File: src/bsaw_pkg.sv
`default_nettype none

package bsaw_pkg;

    // default coordinate width of the rectangles
    localparam int COORD_BITS_DEF = 12;

    // result coordinates are always reported on this many bits
    localparam int OUT_BITS = 13;

    // configuration register index width
    localparam int REG_IDX_BITS = 3;

    // configuration register map
    typedef enum logic [REG_IDX_BITS-1:0] {
        REG_SRC_LEFT,
        REG_SRC_TOP,
        REG_SRC_WIDTH,
        REG_SRC_HEIGHT,
        REG_DST_LEFT,
        REG_DST_TOP,
        REG_DST_WIDTH,
        REG_DST_HEIGHT
    } cfg_reg_t;

    typedef enum logic {
        ST_IDLE,
        ST_WALK
    } walk_state_t;

    // sequencer to walk unit
    typedef struct packed {
        logic load;   // restart: preload the walk position
        logic step;   // run one iteration of the walk
    } walk_ctrl_t;

    // walk unit to sequencer
    typedef struct packed {
        logic active; // a walk is running
        logic emit;   // this iteration ends the request
        logic copy;   // the request ends with a pixel copy
        logic done;   // the request ends with the walk finished
    } walk_stat_t;

endpackage

`default_nettype wire

File: src/bsaw_geom.sv
`default_nettype none

module bsaw_geom #(
    parameter int COORD_BITS = bsaw_pkg::COORD_BITS_DEF
) (
    input  wire logic                              aclk,
    input  wire logic                              aresetn,
    input  wire logic                              cfg_wr_en,
    input  wire logic [bsaw_pkg::REG_IDX_BITS-1:0] cfg_addr,
    input  wire logic [COORD_BITS:0]               cfg_wr_data,
    output logic      [COORD_BITS-1:0]             src_left,
    output logic      [COORD_BITS-1:0]             src_top,
    output logic      [COORD_BITS-1:0]             dst_left,
    output logic      [COORD_BITS-1:0]             dst_top,
    output logic      [COORD_BITS:0]               src_width,
    output logic      [COORD_BITS:0]               src_height,
    output logic      [COORD_BITS:0]               dst_width,
    output logic      [COORD_BITS:0]               dst_height,
    output logic      [COORD_BITS:0]               src_col_end,
    output logic      [COORD_BITS:0]               src_row_end,
    output logic      [COORD_BITS:0]               dst_col_end,
    output logic      [COORD_BITS:0]               dst_row_end,
    output logic                                   ident
);
    import bsaw_pkg::*;

    localparam int CW = COORD_BITS + 1;

    localparam logic [CW-1:0] SIZE_MAX = CW'(1) << COORD_BITS;

    logic [COORD_BITS-1:0] src_left_reg;
    logic [COORD_BITS-1:0] src_top_reg;
    logic [COORD_BITS-1:0] dst_left_reg;
    logic [COORD_BITS-1:0] dst_top_reg;
    logic [CW-1:0]         src_width_reg;
    logic [CW-1:0]         src_height_reg;
    logic [CW-1:0]         dst_width_reg;
    logic [CW-1:0]         dst_height_reg;

    always_ff @(posedge aclk) begin
        if (!aresetn) begin
            src_left_reg   <= '0;
            src_top_reg    <= '0;
            dst_left_reg   <= '0;
            dst_top_reg    <= '0;
            src_width_reg  <= '0;
            src_height_reg <= '0;
            dst_width_reg  <= '0;
            dst_height_reg <= '0;
        end else if (cfg_wr_en) begin
            case (cfg_addr)
                REG_SRC_LEFT:   src_left_reg   <= cfg_wr_data[COORD_BITS-1:0];
                REG_SRC_TOP:    src_top_reg    <= cfg_wr_data[COORD_BITS-1:0];
                REG_SRC_WIDTH:  src_width_reg  <= cfg_wr_data;
                REG_SRC_HEIGHT: src_height_reg <= cfg_wr_data;
                REG_DST_LEFT:   dst_left_reg   <= cfg_wr_data[COORD_BITS-1:0];
                REG_DST_TOP:    dst_top_reg    <= cfg_wr_data[COORD_BITS-1:0];
                REG_DST_WIDTH:  dst_width_reg  <= cfg_wr_data;
                REG_DST_HEIGHT: dst_height_reg <= cfg_wr_data;
                default: ;
            endcase
        end
    end

    // sizes above the coordinate range saturate at its top
    assign src_width  = src_width_reg[COORD_BITS]  ? SIZE_MAX : src_width_reg;
    assign src_height = src_height_reg[COORD_BITS] ? SIZE_MAX : src_height_reg;
    assign dst_width  = dst_width_reg[COORD_BITS]  ? SIZE_MAX : dst_width_reg;
    assign dst_height = dst_height_reg[COORD_BITS] ? SIZE_MAX : dst_height_reg;

    assign src_left = src_left_reg;
    assign src_top  = src_top_reg;
    assign dst_left = dst_left_reg;
    assign dst_top  = dst_top_reg;

    assign src_col_end = CW'(src_left_reg) + src_width;
    assign src_row_end = CW'(src_top_reg)  + src_height;
    assign dst_col_end = CW'(dst_left_reg) + dst_width;
    assign dst_row_end = CW'(dst_top_reg)  + dst_height;

    assign ident = (src_width == dst_width) && (src_height == dst_height);

endmodule

`default_nettype wire

File: src/bsaw_walk.sv
`default_nettype none

module bsaw_walk #(
    parameter int COORD_BITS = bsaw_pkg::COORD_BITS_DEF
) (
    input  wire logic                  aclk,
    input  wire logic                  aresetn,
    input  wire bsaw_pkg::walk_ctrl_t  ctrl,
    input  wire logic [COORD_BITS-1:0] src_left,
    input  wire logic [COORD_BITS-1:0] src_top,
    input  wire logic [COORD_BITS-1:0] dst_left,
    input  wire logic [COORD_BITS-1:0] dst_top,
    input  wire logic [COORD_BITS:0]   src_width,
    input  wire logic [COORD_BITS:0]   src_height,
    input  wire logic [COORD_BITS:0]   dst_width,
    input  wire logic [COORD_BITS:0]   dst_height,
    input  wire logic [COORD_BITS:0]   src_col_end,
    input  wire logic [COORD_BITS:0]   src_row_end,
    input  wire logic [COORD_BITS:0]   dst_col_end,
    input  wire logic [COORD_BITS:0]   dst_row_end,
    input  wire logic                  ident,
    output bsaw_pkg::walk_stat_t       stat,
    output logic      [COORD_BITS:0]   cur_src_col,
    output logic      [COORD_BITS:0]   cur_src_row,
    output logic      [COORD_BITS:0]   cur_dst_col,
    output logic      [COORD_BITS:0]   cur_dst_row
);
    import bsaw_pkg::*;

    localparam int CW = COORD_BITS + 1;
    localparam int LW = COORD_BITS + 3;   // error terms, two's complement

    logic [LW-1:0] col_level_reg, col_level_next;
    logic [LW-1:0] row_level_reg, row_level_next;
    logic [CW-1:0] src_col_reg, src_col_next;
    logic [CW-1:0] src_row_reg, src_row_next;
    logic [CW-1:0] dst_col_reg, dst_col_next;
    logic [CW-1:0] dst_row_reg, dst_row_next;
    logic          active_reg, active_next;
    logic          in_row_reg, in_row_next;

    logic          row_ok, col_ok, row_go, col_go;
    logic [LW-1:0] dw_dec, dh_dec, sw_neg, sh_neg;
    logic [LW-1:0] lvl_a, lvl_b, lvl_sum;

    assign row_ok = (dst_row_reg < dst_row_end) && (src_row_reg < src_row_end);
    assign col_ok = (dst_col_reg < dst_col_end) && (src_col_reg < src_col_end);
    assign row_go = ident || !row_level_reg[LW-1];
    assign col_go = ident || !col_level_reg[LW-1];

    // error term steps: up by size-1 on a source step, down by size-1 on a write
    assign dw_dec = LW'(dst_width)  - LW'(1);
    assign dh_dec = LW'(dst_height) - LW'(1);
    assign sw_neg = LW'(1) - LW'(src_width);
    assign sh_neg = LW'(1) - LW'(src_height);

    // the one error term adder, shared by both axes
    always_comb begin
        if (!in_row_reg) begin
            lvl_a = row_level_reg;
            lvl_b = dh_dec;
        end else if (!col_ok) begin
            lvl_a = row_level_reg;
            lvl_b = sh_neg;
        end else if (col_go) begin
            lvl_a = col_level_reg;
            lvl_b = sw_neg;
        end else begin
            lvl_a = col_level_reg;
            lvl_b = dw_dec;
        end
    end

    assign lvl_sum = lvl_a + lvl_b;

    always_comb begin
        col_level_next = col_level_reg;
        row_level_next = row_level_reg;
        src_col_next   = src_col_reg;
        src_row_next   = src_row_reg;
        dst_col_next   = dst_col_reg;
        dst_row_next   = dst_row_reg;
        active_next    = active_reg;
        in_row_next    = in_row_reg;
        stat.active    = active_reg;
        stat.emit      = 1'b0;
        stat.copy      = 1'b0;
        stat.done      = 1'b0;
        if (ctrl.load) begin
            row_level_next = LW'(dst_height >> 1);
            col_level_next = '0;
            src_col_next   = '0;
            dst_col_next   = '0;
            src_row_next   = CW'(src_top);
            dst_row_next   = CW'(dst_top);
            active_next    = 1'b1;
            in_row_next    = 1'b0;
        end else if (ctrl.step) begin
            if (!in_row_reg) begin
                if (!row_ok) begin
                    // no rows left
                    active_next = 1'b0;
                    stat.emit   = 1'b1;
                    stat.done   = 1'b1;
                end else if (row_go) begin
                    in_row_next    = 1'b1;
                    dst_col_next   = CW'(dst_left);
                    src_col_next   = CW'(src_left);
                    col_level_next = LW'(dst_width >> 1);
                end else begin
                    // source row skipped
                    row_level_next = lvl_sum;
                    src_row_next   = src_row_reg + CW'(1);
                end
            end else begin
                if (!col_ok) begin
                    // end of destination row
                    in_row_next = 1'b0;
                    if (ident) begin
                        src_row_next = src_row_reg + CW'(1);
                    end else begin
                        row_level_next = lvl_sum;
                    end
                    dst_row_next = dst_row_reg + CW'(1);
                end else if (col_go) begin
                    stat.emit = 1'b1;
                    stat.copy = 1'b1;
                    if (ident) begin
                        src_col_next = src_col_reg + CW'(1);
                    end else begin
                        col_level_next = lvl_sum;
                    end
                    dst_col_next = dst_col_reg + CW'(1);
                end else begin
                    // source column skipped
                    col_level_next = lvl_sum;
                    src_col_next   = src_col_reg + CW'(1);
                end
            end
        end
    end

    always_ff @(posedge aclk) begin
        if (!aresetn) begin
            active_reg <= 1'b0;
            in_row_reg <= 1'b0;
        end else begin
            active_reg <= active_next;
            in_row_reg <= in_row_next;
        end
    end

    always_ff @(posedge aclk) begin
        col_level_reg <= col_level_next;
        row_level_reg <= row_level_next;
        src_col_reg   <= src_col_next;
        src_row_reg   <= src_row_next;
        dst_col_reg   <= dst_col_next;
        dst_row_reg   <= dst_row_next;
    end

    assign cur_src_col = src_col_reg;
    assign cur_src_row = src_row_reg;
    assign cur_dst_col = dst_col_reg;
    assign cur_dst_row = dst_row_reg;

endmodule

`default_nettype wire

File: src/bresenham_stretch_address_walker.sv
// address walker for a nearest-neighbour stretch copy
//
// configuration: write cfg_wr_data into the register named by cfg_addr while
// cfg_wr_en is high (source left/top/width/height, then destination
// left/top/width/height); sizes above the coordinate range saturate
// input channel (s_): one request per transfer; s_restart high starts a new
// walk, low asks for the next pixel copy of the running walk
// result channel (m_): exactly one result per request, either a copy
// (m_copy_valid with source and destination coordinates), an end of walk
// (m_walk_done), or an acknowledge of a restart (both flags low)
// restart requests and requests with no walk running have their result
// registered at the transfer; a copy request runs one walk iteration per
// skipped source column or row, per row start and per row end, and its
// result is registered by the iteration that emits the copy, so a copy
// needs fewer iterations when enlarging, more when shrinking
// one request is in flight at a time; s_ready is low while the walk iterates
// and while a result waits that the receiver is not taking this cycle
// reset clears the configuration registers and leaves no walk running; a
// stalled receiver simply holds the result register and the block waits

`default_nettype none

module bresenham_stretch_address_walker #(
    parameter int COORD_BITS = bsaw_pkg::COORD_BITS_DEF
) (
    input  wire logic                              aclk,
    input  wire logic                              aresetn,
    // configuration
    input  wire logic                              cfg_wr_en,
    input  wire logic [bsaw_pkg::REG_IDX_BITS-1:0] cfg_addr,
    input  wire logic [COORD_BITS:0]               cfg_wr_data,
    // requests
    input  wire logic                              s_valid,
    output logic                                   s_ready,
    input  wire logic                              s_restart,
    // results
    output logic                                   m_valid,
    input  wire logic                              m_ready,
    output logic                                   m_copy_valid,
    output logic      [bsaw_pkg::OUT_BITS-1:0]     m_src_col,
    output logic      [bsaw_pkg::OUT_BITS-1:0]     m_src_row,
    output logic      [bsaw_pkg::OUT_BITS-1:0]     m_dst_col,
    output logic      [bsaw_pkg::OUT_BITS-1:0]     m_dst_row,
    output logic                                   m_walk_done
);
    import bsaw_pkg::*;

    localparam int CW = COORD_BITS + 1;

    // geometry, read live by the walk unit
    logic [COORD_BITS-1:0] src_left, src_top, dst_left, dst_top;
    logic [CW-1:0]         src_width, src_height, dst_width, dst_height;
    logic [CW-1:0]         src_col_end, src_row_end, dst_col_end, dst_row_end;
    logic                  ident;

    walk_ctrl_t  walk_ctrl;
    walk_stat_t  walk_stat;
    logic [CW-1:0] cur_src_col, cur_src_row, cur_dst_col, cur_dst_row;

    walk_state_t state_reg, state_next;

    logic                m_valid_reg, m_valid_next;
    logic                copy_reg, copy_next;
    logic                done_reg, done_next;
    logic [OUT_BITS-1:0] src_col_reg, src_col_next;
    logic [OUT_BITS-1:0] src_row_reg, src_row_next;
    logic [OUT_BITS-1:0] dst_col_reg, dst_col_next;
    logic [OUT_BITS-1:0] dst_row_reg, dst_row_next;

    logic in_xfer;
    logic out_free;

    bsaw_geom #(
        .COORD_BITS (COORD_BITS)
    ) u_geom (
        .aclk        (aclk),
        .aresetn     (aresetn),
        .cfg_wr_en   (cfg_wr_en),
        .cfg_addr    (cfg_addr),
        .cfg_wr_data (cfg_wr_data),
        .src_left    (src_left),
        .src_top     (src_top),
        .dst_left    (dst_left),
        .dst_top     (dst_top),
        .src_width   (src_width),
        .src_height  (src_height),
        .dst_width   (dst_width),
        .dst_height  (dst_height),
        .src_col_end (src_col_end),
        .src_row_end (src_row_end),
        .dst_col_end (dst_col_end),
        .dst_row_end (dst_row_end),
        .ident       (ident)
    );

    bsaw_walk #(
        .COORD_BITS (COORD_BITS)
    ) u_walk (
        .aclk        (aclk),
        .aresetn     (aresetn),
        .ctrl        (walk_ctrl),
        .src_left    (src_left),
        .src_top     (src_top),
        .dst_left    (dst_left),
        .dst_top     (dst_top),
        .src_width   (src_width),
        .src_height  (src_height),
        .dst_width   (dst_width),
        .dst_height  (dst_height),
        .src_col_end (src_col_end),
        .src_row_end (src_row_end),
        .dst_col_end (dst_col_end),
        .dst_row_end (dst_row_end),
        .ident       (ident),
        .stat        (walk_stat),
        .cur_src_col (cur_src_col),
        .cur_src_row (cur_src_row),
        .cur_dst_col (cur_dst_col),
        .cur_dst_row (cur_dst_row)
    );

    // result register is empty, or is handed over in this cycle
    assign out_free = !m_valid_reg || m_ready;
    assign s_ready  = (state_reg == ST_IDLE) && out_free;
    assign in_xfer  = s_valid && s_ready;

    // sequencer: next state
    always_comb begin
        state_next = state_reg;
        case (state_reg)
            ST_IDLE: begin
                if (in_xfer && !s_restart && walk_stat.active) begin
                    state_next = ST_WALK;
                end
            end
            ST_WALK: begin
                if (walk_stat.emit) begin
                    state_next = ST_IDLE;
                end
            end
            default: state_next = ST_IDLE;
        endcase
    end

    // sequencer: walk unit control
    always_comb begin
        walk_ctrl.load = 1'b0;
        walk_ctrl.step = 1'b0;
        case (state_reg)
            ST_IDLE: walk_ctrl.load = in_xfer && s_restart;
            ST_WALK: walk_ctrl.step = 1'b1;
            default: ;
        endcase
    end

    // result register
    always_comb begin
        m_valid_next = m_valid_reg;
        copy_next    = copy_reg;
        done_next    = done_reg;
        src_col_next = src_col_reg;
        src_row_next = src_row_reg;
        dst_col_next = dst_col_reg;
        dst_row_next = dst_row_reg;
        if (in_xfer && (s_restart || !walk_stat.active)) begin
            // restart acknowledge, or a request with no walk running
            m_valid_next = 1'b1;
            copy_next    = 1'b0;
            done_next    = !s_restart;
            src_col_next = '0;
            src_row_next = '0;
            dst_col_next = '0;
            dst_row_next = '0;
        end else if ((state_reg == ST_WALK) && walk_stat.emit) begin
            m_valid_next = 1'b1;
            copy_next    = walk_stat.copy;
            done_next    = walk_stat.done;
            if (walk_stat.copy) begin
                src_col_next = OUT_BITS'(cur_src_col);
                src_row_next = OUT_BITS'(cur_src_row);
                dst_col_next = OUT_BITS'(cur_dst_col);
                dst_row_next = OUT_BITS'(cur_dst_row);
            end else begin
                src_col_next = '0;
                src_row_next = '0;
                dst_col_next = '0;
                dst_row_next = '0;
            end
        end else if (m_ready) begin
            m_valid_next = 1'b0;
        end
    end

    always_ff @(posedge aclk) begin
        if (!aresetn) begin
            state_reg   <= ST_IDLE;
            m_valid_reg <= 1'b0;
        end else begin
            state_reg   <= state_next;
            m_valid_reg <= m_valid_next;
        end
    end

    always_ff @(posedge aclk) begin
        copy_reg    <= copy_next;
        done_reg    <= done_next;
        src_col_reg <= src_col_next;
        src_row_reg <= src_row_next;
        dst_col_reg <= dst_col_next;
        dst_row_reg <= dst_row_next;
    end

    assign m_valid      = m_valid_reg;
    assign m_copy_valid = copy_reg;
    assign m_walk_done  = done_reg;
    assign m_src_col    = src_col_reg;
    assign m_src_row    = src_row_reg;
    assign m_dst_col    = dst_col_reg;
    assign m_dst_row    = dst_row_reg;

    // the result register is always empty while the walk iterates
    a_walk_out_empty: assert property (@(posedge aclk) disable iff (!aresetn)
        (state_reg == ST_WALK) |-> !m_valid_reg)
        else $error("result pending while walk iterates");

    // iterating only makes sense with a walk running
    a_walk_active: assert property (@(posedge aclk) disable iff (!aresetn)
        (state_reg == ST_WALK) |-> walk_stat.active)
        else $error("walk iterating with no walk running");

    // a result never names a copy and the end of the walk at once
    a_copy_xor_done: assert property (@(posedge aclk) disable iff (!aresetn)
        m_valid_reg |-> !(copy_reg && done_reg))
        else $error("copy and walk done both set");

    // reporting the end of the walk stops it
    a_done_stops: assert property (@(posedge aclk) disable iff (!aresetn)
        ((state_reg == ST_WALK) && walk_stat.emit && walk_stat.done)
        |=> (!walk_stat.active && (state_reg == ST_IDLE)))
        else $error("walk still running after end of walk");

endmodule

`default_nettype wire
File: config.mk
export PLATFORM = sky130hd
export DESIGN_NAME = bresenham_stretch_address_walker
export DESIGN_NICKNAME = d
export VERILOG_FILES = /design/src/bsaw_pkg.sv /design/src/bsaw_geom.sv /design/src/bsaw_walk.sv /design/src/bresenham_stretch_address_walker.sv
export SDC_FILE = /design/constraint.sdc
export NUM_CORES = 1
export LEC_CHECK = 0
export ABC_AREA = 1
export BUFFER_PORTS_ARGS = -buffer_cell sky130_fd_sc_hd__buf_4
export CAP_MARGIN = 30
export CORE_ASPECT_RATIO = 0.7
export CORE_MARGIN = 4
export CORE_UTILIZATION = 65
export DETAILED_ROUTE_END_ITERATION = 16
export GPL_TIMING_DRIVEN = 0
export PLACE_DENSITY = 0.84
export SYNTH_ARGS = -nofsm -noshare
export SYNTH_HDL_FRONTEND = slang
export SYNTH_HIERARCHICAL = 1
export SYNTH_SLANG_ARGS = --single-unit
File: constraint.sdc
create_clock -name aclk -period 7.76 [get_ports aclk]
set_input_delay 1.164 -clock aclk [delete_from_list [all_inputs] [get_ports aclk]]
set_output_delay 1.164 -clock aclk [all_outputs]
set_load 0.05 [all_outputs]
==> summary.md <==
| Metric | Value |
|---|---|
| Outcome | `complete, no violations` |
| Io pins | `78` |
| Power share of the clock group | `35.9%` |
| Pin count of the biggest net entering global routing | `16` |
| Sum of negative setup slack | `0 ns` |
| Global-route wire length before repair | `88.6 mm` |
| Num CTS Buffers | `25` |
| Vias per cell | `6.14` |
| Final Slew Violations | `0` |
| Fin nets | `2725` |
| Max Cap Violations | `0` |
| Residual DRC | `0` |
| Total die area | `28500 sq um` |
| Commonest non-fill, non-tap cells in the layout | `583 x nand2_1, 357 x nor2_1, 262 x inv_1` |
| Switch share | `33.0%` |
| P_sw | `1.13 mW` |
| Antenna cell count | `0` |
| Initial antenna violation count | `1` |
| DR vias | `18000` |
| Worst-Margin Slew | `1.04 ns` |
| Root Buffer | `clkbuf_16` |
| Post-Route WL | `59.0 mm` |
| Avg Cell Area, Syn | `6.77 sq um` |
| Total gr overflow | `0` |
| Layout cells sized above 1 | `9.70%` |
| Filler Cell Count | `2005` |
| VDD IR max | `163 uV` |
| Data required time at the worst endpoint | `8.14 ns` |
| CTS resizes | `0` |
| Final ANT Viol Nets | `0` |
| Worst setup SP type | `flop` |
| Power Total | `3.42 mW` |
| Seq pwr share | `39.9%` |
| WP data arrival | `6.97 ns` |
| Worst path most repeated cell | `nand2_1` |
| Hpwl dp | `45.7 mm` |
| Register area | `5170 sq um` |
| Total global-route track usage | `40.2%` |
| Sequential fraction of the synthesis area | `30.9%` |
| Die W | `200 um` |
| Fin crit share | `84.9%` |
| Gate power share | `24.2%` |
| Min-Delay Path Class | `reg2reg` |
| Worst Clk Skew | `0.0180 ns` |
| P&R area growth vs syn | `10.8%` |
| Core outline area | `25000 sq um` |
| Core Util, Final | `74.3%` |
| Fmax | `0.152 GHz` |
| Int Power | `2.29 mW` |
| Non-filler cells, final | `2923` |
| Finish-stage setup viols | `0` |
| Fin. Hold Viols | `0` |
| Leakage | `8.73 nW` |
| Post-Syn Area | `16800 sq um` |
| Pre-Repair DR Iteration Count | `7` |
| Worst-path clk slew | `0.07 ns` |
| Post-CTS Setup Inserts | `0` |
| Ys Warns | `6` |
| Placed cell count | `2878` |
| Netlist cell types | `57` |
| Rel. slew slack | `30.4%` |
| Die span in y | `142 um` |
| Clock latency on the worst-skew pair | `0.54 ns` |
| I/O Buffers | `77` |
| H-tree Lvls | `1` |
| #FFs+latches synth | `240` |
| CTS Hold Bufs | `0` |
| Initial Util | `67.1%` |
| Vias in the first global route | `15800` |
| Initial DRC count | `2669` |
| Setup CP Type | `reg2reg` |
| WL per Instance | `20.2 um` |
| Syn Inst Count | `2476` |
| CTS tree | `yes` |
| Max incr delay on CP | `0.64 ns` |
| Crit-path max FO | `10` |
| Crit path time final | `6.59 ns` |
| RSZ-0062 raised after global routing | `no` |
| Pwr per Cell Area | `184 nW/um^2` |
| Crit path max-delay cell type | `nor2_1` |
| Syn Nets | `2621` |
| Most common cell after layout, fill and taps aside | `nand2_1` |
| Clock Sinks | `240` |
| Crit. End Element | `flop` |
| Multi-input logic area | `9990 sq um` |
| Num rows | `48` |
| Placer Congestion | `1.03` |
| Clock tree buffer depth | `3` |
## through the flow
step                      cell area, sq um  hold WS (ns)  worst slack (ns)
after global placement               17700         0.439              1.55
after CTS                            18600         0.452              1.44
final                                18600         0.462              1.17
after floorplan                      16800         0.425              2.74
after detailed placement             17700         0.443              1.45
after global routing                 18600         0.474             0.887
## final cells by class
type                       instances  share of cell area (%)
multi-input combinational       1864                    53.8
clock inverter                    15                   0.876
timing repair buffer              77                    3.11
buffer                            92                    2.90
sequential                       240                    27.9
inverter                         280                    5.70
tap                              325                    2.19
clock buffer                      30                    3.58
## per-layer routing
layer	GRT usage (%)	part of all wire, %	vias up
met5	0	0.020	-
met4	9.36	2.6	2
met3	14.1	17	133
met2	54.6	38	1330
met1	60.8	42	8150
li1	-	-	8335
## path summary, 6_finish.rpt
| check | slack (ns) | depth (start not counted) | from | end |
|---|---|---|---|---|
| max | 1.17 | 29 | u_geom/dst_width_reg[12] | u_walk/row_level_reg[10] |
| min | 0.46 | 2 | m_src_row[4] | m_src_row[4] |
| max reg2reg | 1.17 | 29 | u_geom/dst_width_reg[12] | u_walk/row_level_reg[10] |
| min reg2reg | 0.46 | 2 | m_src_row[4] | m_src_row[4] |
## worst max-delay path: cells and delay by family (launching register included)
family / cells / cell delay (ns)
adder cells (fa/ha/maj): 4 / 1.35
flip-flops: 1 / 0.34
XOR/XNOR: 2 / 0.49
buffers and inverters: 6 / 0.82
AND/OR/NAND/NOR: 8 / 1.24
AO/OA/AOI/OAI: 9 / 2.15
## synthesized netlist by cell type, drive strengths merged
master     n  area [sq um]
edfxtp    37          1110
a221oi     7          61.3
a211oi    19           228
o31ai      5          37.5
buf       57           407
a22oi     32           240
a21boi     3          22.5
o221ai     1          8.76
nor3b      1          7.51
clkbuf    35           131
a31oi      9          56.3
o21a       3          22.5
o22ai      2          12.5
or2        7          43.8
o2111ai    4          35.0
o21ai    225          1130
clkinv     1          3.75
nand4     28           196
a32oi      1          8.76
and3       1          6.26
fa         5           100
a21oi    146           742
o21bai    11          82.6
a21o       4          30.0
nand2    600          2310
nor2     379          1520
nor3      32           185
xor2      62           543
xnor2     20           175
nor4       5          31.3
nand3    133           671
ha       118          1480
dfxtp    203          4060
inv      279          1050
o211ai     1          7.51
## logic make-up (layout without fill, tap and decap cells)
kind of cell             Yosys count  count (layout)  share of synthesized area [%]
AO/OA/AOI/OAI                    473             473                           16.2
AND/OR/NAND/NOR                 1186            1186                           29.7
adder cells (fa/ha/maj)          123             123                           9.41
buffers and inverters            372             494                           9.53
flip-flops                       240             240                           30.9
XOR/XNOR                          82              82                           4.29
## power by group through the flow
stage / sequential, mW / combinational, mW / clock [mW]
finish: 1.36 / 0.829 / 1.23
global route: 1.37 / 0.894 / 1.28
detailed placement: 1.39 / 0.781 / 0
floorplan: 1.37 / 0.560 / 0
CTS: 1.36 / 0.788 / 1.23
global placement: 1.39 / 0.762 / 0
No activity file was read; power rests on OpenSTA's default activity.
